### src/rtl/dmps_pkg.sv
// Package for the door motor phase sequencer.
// Holds event kinds, command bytes, register indexes, reset values and shared structs.
// No dependencies; every other RTL file refers to it by scoped names.
`default_nettype none

package dmps_pkg;

  // Default width of the phase, saved and safety counters.
  localparam int COUNT_WIDTH_DEF = 16;

  // Configuration port geometry.
  localparam int CFG_IDX_WIDTH  = 3;
  localparam int CFG_DATA_WIDTH = 10;

  // Stream payload widths; the tdata widths are padded to whole bytes.
  localparam int IN_TDATA_WIDTH  = 16;
  localparam int IN_TUSER_WIDTH  = 2;
  localparam int OUT_TDATA_WIDTH = 16;

  // Event kinds carried in tuser.
  typedef enum logic [1:0] {
    KIND_PHASE_TICK  = 2'd0,
    KIND_SAFETY_TICK = 2'd1,
    KIND_SAFETY_TRIG = 2'd2,
    KIND_COMMAND     = 2'd3
  } kind_t;

  // Command bytes: ASCII '1' and '0'.
  localparam logic [7:0] CMD_RUN  = 8'h31;
  localparam logic [7:0] CMD_HALT = 8'h30;

  // Configuration register indexes.
  typedef enum logic [CFG_IDX_WIDTH-1:0] {
    REG_FAST_DUTY        = 3'd0,
    REG_SLOW_DUTY        = 3'd1,
    REG_FAST_OPEN_END    = 3'd2,
    REG_SLOW_OPEN_END    = 3'd3,
    REG_STOP_START       = 3'd4,
    REG_CLOSE_START      = 3'd5,
    REG_SLOW_CLOSE_START = 3'd6,
    REG_SLOW_CLOSE_END   = 3'd7
  } reg_idx_t;

  // Register reset values.
  localparam logic [7:0] FAST_DUTY_RST        = 8'd10;
  localparam logic [7:0] SLOW_DUTY_RST        = 8'd5;
  localparam logic [9:0] FAST_OPEN_END_RST    = 10'd80;
  localparam logic [9:0] SLOW_OPEN_END_RST    = 10'd153;
  localparam logic [9:0] STOP_START_RST       = 10'd140;
  localparam logic [9:0] CLOSE_START_RST      = 10'd255;
  localparam logic [9:0] SLOW_CLOSE_START_RST = 10'd336;
  localparam logic [9:0] SLOW_CLOSE_END_RST   = 10'd408;

  // Current configuration as seen by the update logic.
  typedef struct packed {
    logic [7:0] fast_duty;
    logic [7:0] slow_duty;
    logic [9:0] fast_open_end;
    logic [9:0] slow_open_end;
    logic [9:0] stop_start;
    logic [9:0] close_start;
    logic [9:0] slow_close_start;
    logic [9:0] slow_close_end;
  } cfg_t;

  // Control flags and motor drive state (the counters travel separately).
  typedef struct packed {
    logic       run_enable;
    logic       safety_mode;
    logic       open_mark;
    logic       close_mark;
    logic       left_flag;
    logic       right_flag;
    logic       safety_timer_on;
    logic       direction;
    logic [7:0] duty;
    logic       indicator;
  } flags_t;

  // One decoded input event.
  typedef struct packed {
    kind_t      kind;
    logic       left_limit_active;
    logic       right_limit_active;
    logic [7:0] rx_byte;
  } event_t;

endpackage

`default_nettype wire

### src/rtl/door_motor_phase_sequencer.sv
// Top level of the door motor phase sequencer: stream ports, input and result registers.
// Depends on dmps_pkg, dmps_cfg_regs and dmps_step.
//
//   channel   | direction | payload
//   ----------+-----------+------------------------------------------------------
//   s_axis    | in        | tuser: kind; tdata: limits and received byte
//   m_axis    | out       | tdata: direction, duty, indicator, marks, safety flag
//   cfg       | in        | write enable, register index, write data
//
// Every event yields exactly one result transaction, and one event is taken per cycle
// unless the output stalls with both registers full. An accepted event is held in the
// input register; the state update and the result register load happen together when
// that register drains, and tvalid rises with the result register load.
// The input register drains whenever the result register is empty or being taken,
// so a stall on m_axis backs up into s_axis only when both registers are full.
// rst is synchronous and clears the state, the counters and both valid bits.
`default_nettype none

module door_motor_phase_sequencer #(
  parameter int COUNT_WIDTH = dmps_pkg::COUNT_WIDTH_DEF
) (
  input  wire logic                                 clk,
  input  wire logic                                 rst,
  // Event input.
  input  wire logic                                 s_axis_tvalid,
  output logic                                      s_axis_tready,
  // [0] left_limit_active, [1] right_limit_active, [9:2] rx_byte, [15:10] zero
  input  wire logic [dmps_pkg::IN_TDATA_WIDTH-1:0]  s_axis_tdata,
  // [1:0] kind
  input  wire logic [dmps_pkg::IN_TUSER_WIDTH-1:0]  s_axis_tuser,
  // Result output.
  output logic                                      m_axis_tvalid,
  input  wire logic                                 m_axis_tready,
  // [0] motor_direction, [8:1] motor_duty, [9] indicator, [10] opening,
  // [11] closing, [12] safety_active, [15:13] zero
  output logic [dmps_pkg::OUT_TDATA_WIDTH-1:0]      m_axis_tdata,
  // Configuration writes.
  input  wire logic                                 cfg_wen,
  input  wire logic [dmps_pkg::CFG_IDX_WIDTH-1:0]   cfg_addr,
  input  wire logic [dmps_pkg::CFG_DATA_WIDTH-1:0]  cfg_wdata
);

  dmps_pkg::cfg_t         cfg;
  dmps_pkg::event_t       evt;
  logic                   evt_valid;
  logic                   advance;
  dmps_pkg::flags_t       flags;
  dmps_pkg::flags_t       flags_next;
  logic [COUNT_WIDTH-1:0] phase_count;
  logic [COUNT_WIDTH-1:0] phase_count_next;
  logic [COUNT_WIDTH-1:0] saved_count;
  logic [COUNT_WIDTH-1:0] saved_count_next;
  logic [COUNT_WIDTH-1:0] safety_count;
  logic [COUNT_WIDTH-1:0] safety_count_next;

  // Configuration registers.
  dmps_cfg_regs u_cfg_regs (
    .clk       (clk),
    .rst       (rst),
    .cfg_wen   (cfg_wen),
    .cfg_addr  (cfg_addr),
    .cfg_wdata (cfg_wdata),
    .cfg       (cfg)
  );

  // The input register moves on whenever the result register has room.
  assign advance       = evt_valid && (!m_axis_tvalid || m_axis_tready);
  assign s_axis_tready = !evt_valid || advance;

  // Input register.
  always_ff @(posedge clk) begin
    if (rst) begin
      evt_valid <= 1'b0;
    end else if (s_axis_tready) begin
      evt_valid <= s_axis_tvalid;
    end
  end

  always_ff @(posedge clk) begin
    if (s_axis_tvalid && s_axis_tready) begin
      evt.kind               <= dmps_pkg::kind_t'(s_axis_tuser);
      evt.left_limit_active  <= s_axis_tdata[0];
      evt.right_limit_active <= s_axis_tdata[1];
      evt.rx_byte            <= s_axis_tdata[9:2];
    end
  end

  // Event application.
  dmps_step #(
    .COUNT_WIDTH (COUNT_WIDTH)
  ) u_step (
    .cfg               (cfg),
    .evt               (evt),
    .flags             (flags),
    .phase_count       (phase_count),
    .saved_count       (saved_count),
    .safety_count      (safety_count),
    .flags_next        (flags_next),
    .phase_count_next  (phase_count_next),
    .saved_count_next  (saved_count_next),
    .safety_count_next (safety_count_next)
  );

  // Sequencer state, updated once per transaction that leaves the input register.
  always_ff @(posedge clk) begin
    if (rst) begin
      flags        <= '0;
      phase_count  <= '0;
      saved_count  <= '0;
      safety_count <= '0;
    end else if (advance) begin
      flags        <= flags_next;
      phase_count  <= phase_count_next;
      saved_count  <= saved_count_next;
      safety_count <= safety_count_next;
    end
  end

  // Result register.
  always_ff @(posedge clk) begin
    if (rst) begin
      m_axis_tvalid <= 1'b0;
    end else if (advance) begin
      m_axis_tvalid <= 1'b1;
    end else if (m_axis_tready) begin
      m_axis_tvalid <= 1'b0;
    end
  end

  always_ff @(posedge clk) begin
    if (advance) begin
      m_axis_tdata <= {3'b000, flags_next.safety_mode, flags_next.close_mark,
                       flags_next.open_mark, flags_next.indicator, flags_next.duty,
                       flags_next.direction};
    end
  end

`ifndef SYNTH
  // With both registers full and the output stalled, no event may be taken.
  a_backpressure: assert property (@(posedge clk) disable iff (rst)
    (evt_valid && m_axis_tvalid && !m_axis_tready) |-> !s_axis_tready)
    else $error("event accepted while both stages are full and stalled");

  // Every state update produces a result in the next cycle.
  a_result_follows: assert property (@(posedge clk) disable iff (rst)
    advance |=> m_axis_tvalid)
    else $error("state update without a result");

  // The phase and safety counters change only when an event is applied.
  a_count_hold: assert property (@(posedge clk) disable iff (rst)
    !advance |=> ($stable(phase_count) && $stable(safety_count)))
    else $error("counter changed without an event");

  // The indicator is only ever set, never cleared, outside reset.
  a_indicator_sticky: assert property (@(posedge clk) disable iff (rst)
    flags.indicator |=> flags.indicator)
    else $error("indicator cleared");
`endif

endmodule

`default_nettype wire

### src/rtl/dmps_cfg_regs.sv
// Configuration register file of the door motor phase sequencer.
// Depends on dmps_pkg for register indexes, reset values and cfg_t.
`default_nettype none

module dmps_cfg_regs (
  input  wire logic                               clk,
  input  wire logic                               rst,
  input  wire logic                               cfg_wen,
  input  wire logic [dmps_pkg::CFG_IDX_WIDTH-1:0] cfg_addr,
  input  wire logic [dmps_pkg::CFG_DATA_WIDTH-1:0] cfg_wdata,
  output dmps_pkg::cfg_t                          cfg
);

  // Register writes; each register keeps only its own width.
  always_ff @(posedge clk) begin
    if (rst) begin
      cfg.fast_duty        <= dmps_pkg::FAST_DUTY_RST;
      cfg.slow_duty        <= dmps_pkg::SLOW_DUTY_RST;
      cfg.fast_open_end    <= dmps_pkg::FAST_OPEN_END_RST;
      cfg.slow_open_end    <= dmps_pkg::SLOW_OPEN_END_RST;
      cfg.stop_start       <= dmps_pkg::STOP_START_RST;
      cfg.close_start      <= dmps_pkg::CLOSE_START_RST;
      cfg.slow_close_start <= dmps_pkg::SLOW_CLOSE_START_RST;
      cfg.slow_close_end   <= dmps_pkg::SLOW_CLOSE_END_RST;
    end else if (cfg_wen) begin
      case (dmps_pkg::reg_idx_t'(cfg_addr))
        dmps_pkg::REG_FAST_DUTY:        cfg.fast_duty        <= cfg_wdata[7:0];
        dmps_pkg::REG_SLOW_DUTY:        cfg.slow_duty        <= cfg_wdata[7:0];
        dmps_pkg::REG_FAST_OPEN_END:    cfg.fast_open_end    <= cfg_wdata;
        dmps_pkg::REG_SLOW_OPEN_END:    cfg.slow_open_end    <= cfg_wdata;
        dmps_pkg::REG_STOP_START:       cfg.stop_start       <= cfg_wdata;
        dmps_pkg::REG_CLOSE_START:      cfg.close_start      <= cfg_wdata;
        dmps_pkg::REG_SLOW_CLOSE_START: cfg.slow_close_start <= cfg_wdata;
        dmps_pkg::REG_SLOW_CLOSE_END:   cfg.slow_close_end   <= cfg_wdata;
        default: ;
      endcase
    end
  end

endmodule

`default_nettype wire

### src/rtl/dmps_step.sv
// Next-state logic of the door motor phase sequencer: applies one event to the state.
// Depends on dmps_pkg for cfg_t, flags_t, event_t and the command bytes.
`default_nettype none

module dmps_step #(
  parameter int COUNT_WIDTH = dmps_pkg::COUNT_WIDTH_DEF
) (
  input  wire dmps_pkg::cfg_t    cfg,
  input  wire dmps_pkg::event_t  evt,
  input  wire dmps_pkg::flags_t  flags,
  input  wire logic [COUNT_WIDTH-1:0] phase_count,
  input  wire logic [COUNT_WIDTH-1:0] saved_count,
  input  wire logic [COUNT_WIDTH-1:0] safety_count,
  output dmps_pkg::flags_t       flags_next,
  output logic [COUNT_WIDTH-1:0] phase_count_next,
  output logic [COUNT_WIDTH-1:0] saved_count_next,
  output logic [COUNT_WIDTH-1:0] safety_count_next
);

  // Window bounds widened to the counter width.
  logic [COUNT_WIDTH-1:0] fast_open_end_w;
  logic [COUNT_WIDTH-1:0] slow_open_end_w;
  logic [COUNT_WIDTH-1:0] stop_start_w;
  logic [COUNT_WIDTH-1:0] close_start_w;
  logic [COUNT_WIDTH-1:0] slow_close_start_w;
  logic [COUNT_WIDTH-1:0] slow_close_end_w;
  logic [COUNT_WIDTH-1:0] resume_count;
  logic [COUNT_WIDTH-1:0] tick_count;

  assign fast_open_end_w    = COUNT_WIDTH'(cfg.fast_open_end);
  assign slow_open_end_w    = COUNT_WIDTH'(cfg.slow_open_end);
  assign stop_start_w       = COUNT_WIDTH'(cfg.stop_start);
  assign close_start_w      = COUNT_WIDTH'(cfg.close_start);
  assign slow_close_start_w = COUNT_WIDTH'(cfg.slow_close_start);
  assign slow_close_end_w   = COUNT_WIDTH'(cfg.slow_close_end);

  // Count after a phase tick, and the resume point after a safety return.
  assign tick_count   = phase_count + COUNT_WIDTH'(1);
  assign resume_count = slow_open_end_w + COUNT_WIDTH'(1);

  // Event application: limit levels are latched first, then the event acts.
  always_comb begin
    flags_next        = flags;
    phase_count_next  = phase_count;
    saved_count_next  = saved_count;
    safety_count_next = safety_count;

    if (evt.left_limit_active) begin
      flags_next.left_flag = 1'b1;
    end
    if (evt.right_limit_active) begin
      flags_next.right_flag = 1'b1;
    end

    case (evt.kind)
      dmps_pkg::KIND_PHASE_TICK: begin
        if (flags.run_enable && !flags.safety_mode) begin
          // Phase sequence: open windows first, then the windows gated by the left limit.
          phase_count_next = tick_count;
          if (tick_count <= fast_open_end_w && !flags_next.left_flag) begin
            flags_next.open_mark  = 1'b1;
            flags_next.close_mark = 1'b0;
            flags_next.direction  = 1'b0;
            flags_next.duty       = cfg.fast_duty;
          end else if (tick_count > fast_open_end_w && tick_count <= slow_open_end_w &&
                       !flags_next.left_flag) begin
            flags_next.direction = 1'b0;
            flags_next.duty      = cfg.slow_duty;
          end
          if (flags_next.left_flag) begin
            if (tick_count >= stop_start_w && tick_count < close_start_w) begin
              flags_next.direction = 1'b0;
              flags_next.duty      = 8'd0;
              saved_count_next     = tick_count;
            end else if (tick_count >= close_start_w && tick_count < slow_close_start_w) begin
              flags_next.open_mark  = 1'b0;
              flags_next.close_mark = 1'b1;
              flags_next.direction  = 1'b1;
              flags_next.duty       = cfg.fast_duty;
              saved_count_next      = tick_count;
            end else if (tick_count >= slow_close_start_w &&
                         tick_count <= slow_close_end_w) begin
              flags_next.indicator = 1'b1;
              flags_next.direction = 1'b1;
              flags_next.duty      = cfg.slow_duty;
              saved_count_next     = tick_count;
            end
            flags_next.left_flag = 1'b0;
          end else if (flags_next.right_flag) begin
            // Right limit ends the run.
            flags_next.direction  = 1'b1;
            flags_next.duty       = 8'd0;
            flags_next.run_enable = 1'b0;
            saved_count_next      = '0;
            phase_count_next      = '0;
            flags_next.right_flag = 1'b0;
          end
        end else if (flags.safety_mode) begin
          // Safety: exit if opening; if closing, drive forward to left limit and resume.
          if (flags.open_mark) begin
            flags_next.safety_mode = 1'b0;
          end else if (flags.close_mark) begin
            flags_next.direction       = 1'b0;
            flags_next.duty            = 8'd0;
            flags_next.safety_timer_on = 1'b1;
            if (saved_count != safety_count) begin
              flags_next.duty = cfg.fast_duty;
              if (flags_next.left_flag) begin
                flags_next.duty            = 8'd0;
                phase_count_next           = resume_count;
                flags_next.safety_mode     = 1'b0;
                flags_next.safety_timer_on = 1'b0;
                safety_count_next          = '0;
              end
            end
          end
        end
      end
      dmps_pkg::KIND_SAFETY_TICK: begin
        if (flags.safety_timer_on) begin
          safety_count_next = safety_count + COUNT_WIDTH'(1);
        end
      end
      dmps_pkg::KIND_SAFETY_TRIG: begin
        flags_next.safety_mode = 1'b1;
      end
      dmps_pkg::KIND_COMMAND: begin
        if (evt.rx_byte == dmps_pkg::CMD_RUN) begin
          flags_next.run_enable = 1'b1;
        end else if (evt.rx_byte == dmps_pkg::CMD_HALT) begin
          flags_next.run_enable = 1'b0;
        end
      end
      default: ;
    endcase
  end

endmodule

`default_nettype wire

### config.mk
export PLATFORM = sky130hd
export DESIGN_NAME = door_motor_phase_sequencer
export DESIGN_NICKNAME = d
export VERILOG_FILES = /design/src/rtl/dmps_pkg.sv /design/src/rtl/door_motor_phase_sequencer.sv /design/src/rtl/dmps_cfg_regs.sv /design/src/rtl/dmps_step.sv
export SDC_FILE = /design/constraint.sdc
export NUM_CORES = 1
export LEC_CHECK = 0
export BUFFER_PORTS_ARGS = -buffer_cell sky130_fd_sc_hd__buf_4
export CORE_MARGIN = 8
export CORE_UTILIZATION = 55
export CTS_BUF_LIST = sky130_fd_sc_hd__clkbuf_8
export DETAILED_ROUTE_END_ITERATION = 10
export GPL_ROUTABILITY_DRIVEN = 0
export MAX_ROUTING_LAYER = met4
export PLACE_DENSITY = 0.84
export SKIP_CTS_REPAIR_TIMING = 1
export SLEW_MARGIN = 0
export SYNTH_ARGS = -nofsm -noshare
export SYNTH_HDL_FRONTEND = slang
export SYNTH_SLANG_ARGS = --single-unit
### constraint.sdc
create_clock -name clk -period 4.2 [get_ports clk]
set_clock_uncertainty 0.05 [all_clocks]
set_input_delay 0 -clock clk [delete_from_list [all_inputs] [get_ports clk]]
set_output_delay 0 -clock clk [all_outputs]
set_load 0.03 [all_outputs]
==> flow_summary.yaml, run 1 <==
outcome:
  status: "finished with violations"
  violations: "hold timing, setup timing"
cells_and_area:
  final_cell_count_no_fill: 1433
  fin_nets: 1301
  final_area_sq_um: 10600
  final_common_cell: "nand2_1"
  layout_common_cells: "189 x nand2_1, 141 x dfxtp_1, 92 x nor2_1, 92 x a21oi_1, 77 x buf_4"
  drive_above_1_share_pct: 11.8
  post-route-util_pct: 64.1
  areaGrowthSynthToFinish_pct: 14.4
clock_network:
  cts-root-buf: "clkbuf_8"
  numCtsBuffers: 17
  clkLatencyLatePin_ns: 0.48
  cts_sinks: 168
  cts_htree_levels: 4
  cts_tree: "done"
  clk_pin_slew_ns: 0.10
  cts.path.max_buffers: 2
drt:
  dr.first_iter.drc_count: 893
  dr_total_vias: 8750
  viasPerCell: 6.11
  post_drt_wl_per_cell_microns: 18.0
  first_pass_iters: 6
  drtAntennaViolNets: 0
  drt-total-wl_microns: 25800
  drc: 0
power_and_ir_drop:
  power_density_nw_per_um2: 301
  vdd_ir_drop_max_mv: 0.190
  fin_total_pwr_mw: 3.19
  leakagePower_nw: 4.15
worst_hold_path:
  min_path_type: "input port to flop"
  hp-start: "cfg_addr[0]"
place:
  hpwl_microns: 17000
  dp.cells: 1369
  portBuffers: 44
  place_ws_ns: 0.0405
  place_area_sq_um: 9840
synthesis:
  syn-instance-count: 1133
  syn_area_sq_um: 9250
  avgSynthCellArea_sq_um: 8.17
  synth_cell_types: 66
  synth_top_flop_cell: "dfxtp_1"
  ys_ff_latch: 168
  yosysSeqAreaShare_pct: 39.0
  yosysWarningCount: 0
  async_flop_share_pct: 0
  synth_edf_count: 25
floorplanning:
  die_area_sq_um: 21200
  die_x_microns: 146
  core.rowCount: 47
  core-area_sq_um: 16500
  die_h_microns: 146
  io_pins: 54
  initial_utilization_pct: 56.0
worst_setup_path:
  cp-end-kind: "flop"
  startpoint_type: "flop"
  startpoint: "phase_count[0]"
  r2r-start: "phase_count[0]"
  cp_max_fo: 25
  arrival_ns: 4.55
  criticalPathCategory: "flop to flop"
  critPathRequiredTime_ns: 4.55
timing:
  finalSetupViolations: 1
  slew_viol_final: 0
  fin_crit_ns: 4.20
  worst_slew_pin_slew_ns: 1.16
  hold_viol_final: 6
  fmax_ghz: 0.238
  max_slew_margin_pct: 22.6
  timing.hold.ws_ns: -0.0233
  setup_ws_ns: -0.00318
  min_period_over_period_pct: 100
  finalSetupTns_ns: -0.00318
global_route:
  antenna_found_initial: 2
  grt_pass1_vias: 8165
  grt_start_max_net_pins: 91
  track_usage_pct: 23.3
  grt_first_pass_wirelength_microns: 39700
  grt_remaining_overflow: 0
job:
  drv_cap: 0
-- routing by layer --
metal,global-route usage [%],wire [microns]
met3,3.95,1760
met1,28.0,10700
met2,37.4,12400
met4,11.2,973
met5,-,0
-- worst max-delay path, stage by stage (launching register included) --
cell	delay, ns
dfxtp_1	0.38
ha_2	0.22
xor2_1	0.60
buf_4	0.24
ha_1	0.16
o211ai_1	0.09
o21ai_0	0.25
a41oi_1	0.28
or3_1	0.47
o21a_1	0.22
a2111o_1	0.42
buf_4	0.21
or3_1	0.35
a21oi_1	0.17
-- flip-flops by register name, summed over array words and instances, names as in the netlist --
name / count
u_cfg_regs.cfg: 76
flags: 17
phase_count: 16
safety_count: 16
saved_count: 16
m_axis_tdata: 13
evt: 12
evt_valid: 1
m_axis_tvalid: 1
-- final cells by class --
type / instances / area, sq um
Antenna cell: 2 / 5.00
Clock buffer: 17 / 234
Clock inverter: 15 / 178
Fill cell: 1292 / 5930
Inverter: 79 / 297
Multi-Input combinational cell: 830 / 5160
Sequential cell: 168 / 3620
Tap cell: 220 / 275
Timing Repair Buffer: 102 / 828
-- cells in the mapped netlist (all sizes together) (9+ instances only) --
cell,number,area share [%]
nor2b,9,0.61
or3,17,1.1
dfxtp,143,31
inv,79,3.2
edfxtp,25,8.1
o22ai,9,0.61
o221ai,9,0.85
nand2b,12,0.81
o21ai,41,2.2
nor3,22,1.2
nand4,19,1.3
and3,15,1.0
nand3,33,1.8
a21oi,93,5.0
nor2,93,3.8
o221a,9,1.1
a211oi,17,1.4
ha,67,9.1
clkbuf,54,2.3
o211ai,26,2.1
xnor2,31,2.9
xor2,14,1.3
nand2,190,7.7
-- final timing paths --
check	to	slack [ns]	cells after the start
worst max-delay path	saved_count[7]	-0.003	13
worst min-delay path	u_cfg_regs.cfg[73]	-0.02	4
worst max register to register	saved_count[7]	-0.003	13
worst min register to register	u_cfg_regs.cfg[39]	0.41	2
-- cell families after synthesis --
kind of cell    count (synthesis)  synth area share (%)
mux                             8                 0.865
flops                         168                  39.0
fa+ha+maj                      67                  9.06
simple gates                  432                  21.1
xor+xnor                       45                  4.26
buf+inv                       137                  5.77
compound gates                275                  19.8
other cells                     1                0.0405
-- power by group --
group	internal, mW	total, mW	switching [mW]
registers	1.67	1.69	0.0211
clock network	0.553	1.22	0.671
logic	0.0972	0.272	0.175
total	2.32	3.19	0.867
Note: power is estimated with default switching activity, not from simulation.
==> run 2, diff against run 1 <==
- CTS_BUF_LIST: sky130_fd_sc_hd__clkbuf_8 -> sky130_fd_sc_hd__clkbuf_8 sky130_fd_sc_hd__clkbuf_16
- PLACE_DENSITY: 0.84 -> 0.81
- clock period: 4.2 -> 4.36 ns (I/O delays scaled with it)
==> flow_summary.yaml, run 2 (synthesized netlist as in run 1, its figures left out) <==
timing:
  slew_viol_final: 0
  finalSetupViolations: 0
  worst_slew_pin_slew_ns: 1.15
  setup_ws_ns: 0.207
  timing.hold.ws_ns: 0.0124
  finalSetupTns_ns: 0
  rsz0062_at_grt: "false"
  fin_crit_ns: 4.15
  max_slew_margin_pct: 22.9
  min_period_over_period_pct: 95.3
  hold_viol_final: 0
  fmax_ghz: 0.241
floorplanning:
  core-area_sq_um: 16500
  die_x_microns: 146
  core.rowCount: 47
  die_area_sq_um: 21200
  initial_utilization_pct: 56.0
  io_pins: 54
  die_h_microns: 146
global_route:
  antenna_found_initial: 0
  grt_remaining_overflow: 0
  track_usage_pct: 23.3
  grt_first_pass_wirelength_microns: 39800
  grt_start_max_net_pins: 54
  grt_pass1_vias: 8062
place:
  dp.cells: 1359
  portBuffers: 44
  hpwl_microns: 16700
  place_ws_ns: 0.0697
job:
  drv_cap: 0
drt:
  drc: 0
  viasPerCell: 6.00
  dr.first_iter.drc_count: 855
  dr_total_vias: 8519
  first_pass_iters: 5
  drt-total-wl_microns: 24800
  post_drt_wl_per_cell_microns: 17.5
  drtAntennaViolNets: 0
worst_setup_path:
  criticalPathCategory: "flop to flop"
  critPathRequiredTime_ns: 4.68
  cp-end-kind: "flop"
  startpoint_type: "flop"
  rrSetupSlack_ns: 0.21
  cp_max_fo: 25
  arrival_ns: 4.47
cells_and_area:
  final_common_cell: "nand2_1"
  top_register: "u_cfg_regs.cfg"
  n_antenna_cell: 0
  drive_above_1_share_pct: 10.5
  top_regs: "u_cfg_regs.cfg (76), flags (17)"
  areaGrowthSynthToFinish_pct: 15.2
  final_cell_count_no_fill: 1420
  layout_common_cells: "189 x nand2_1, 143 x dfxtp_1, 92 x nor2_1, 92 x a21oi_1, 74 x inv_1"
  fin_nets: 1290
  largest_reg_flops: 76
clock_network:
  cts_htree_levels: 4
  cts_tree: "done"
  clkLatencyLatePin_ns: 0.44
  clk_pin_slew_ns: 0.07
  cts-root-buf: "clkbuf_16"
  cts_sinks: 168
  numCtsBuffers: 17
  cts.path.max_buffers: 2
power_and_ir_drop:
  power_density_nw_per_um2: 317
  vdd_ir_drop_max_mv: 0.255
  leakagePower_nw: 4.18
  fin_total_pwr_mw: 3.37
worst_hold_path:
  min_path_type: "input port to flop"
outcome:
  status: "finished, final reports clean"
[run 2: final cells by class]
type	instances	area, sq um
clock buffer	17	425
clock inverter	15	151
fill	1282	5870
inverter	79	297
multi-input combinational	830	5140
sequential	168	3610
tap	220	275
timing repair buffer	91	751
[run 2: power by group]
group,internal (mW),switching [mW],total [mW],leakage (nW)
Clock,0.765,0.721,1.49,0.284
Sequential,1.61,0.0215,1.63,1.40
Combinational,0.0935,0.165,0.259,2.49
[run 2: final timing paths]
| kind | startpoint | endpoint | cells after the start |
|---|---|---|---|
| worst min-delay path | cfg_addr[0] | u_cfg_regs.cfg[68] | 4 |
| worst max register to register | phase_count[1] | saved_count[3] | 17 |
| worst max-delay path | phase_count[1] | saved_count[3] | 17 |
| worst min register to register | u_cfg_regs.cfg[2] | u_cfg_regs.cfg[2] | 2 |
[run 2: through the flow]
step	instance area, sq um	utilization [%]
finish	10700	64.5
global route	10700	64.5
CTS	10300	62.6
detailed placement	9770	59.1
global placement	9770	59.1
floorplan	9260	-
[run 2: layer usage]
metal | global-route usage [%] | share of wire, % | up-vias
li1 | - | - | 4103
met1 | 28.4 | 43 | 3995
met2 | 37.5 | 48 | 349
met3 | 3.76 | 6.7 | 72
met4 | 9.94 | 2.9 | 0
met5 | - | 0 | -
[run 2: critical path: stages, from the launching register on]
cell and delay [ns]:
dfxtp_1 0.39, ha_1 0.22, nand2_1 0.15, nor2_2 0.15
buf_4 0.13, xor2_1 0.34, buf_4 0.25, ha_1 0.23
and3_1 0.19, o221ai_1 0.08, a31o_2 0.16, and2_1 0.23
nand2_1 0.16, a21o_1 0.25, a2111o_1 0.39, buf_4 0.21
or3_1 0.32, a21oi_1 0.17
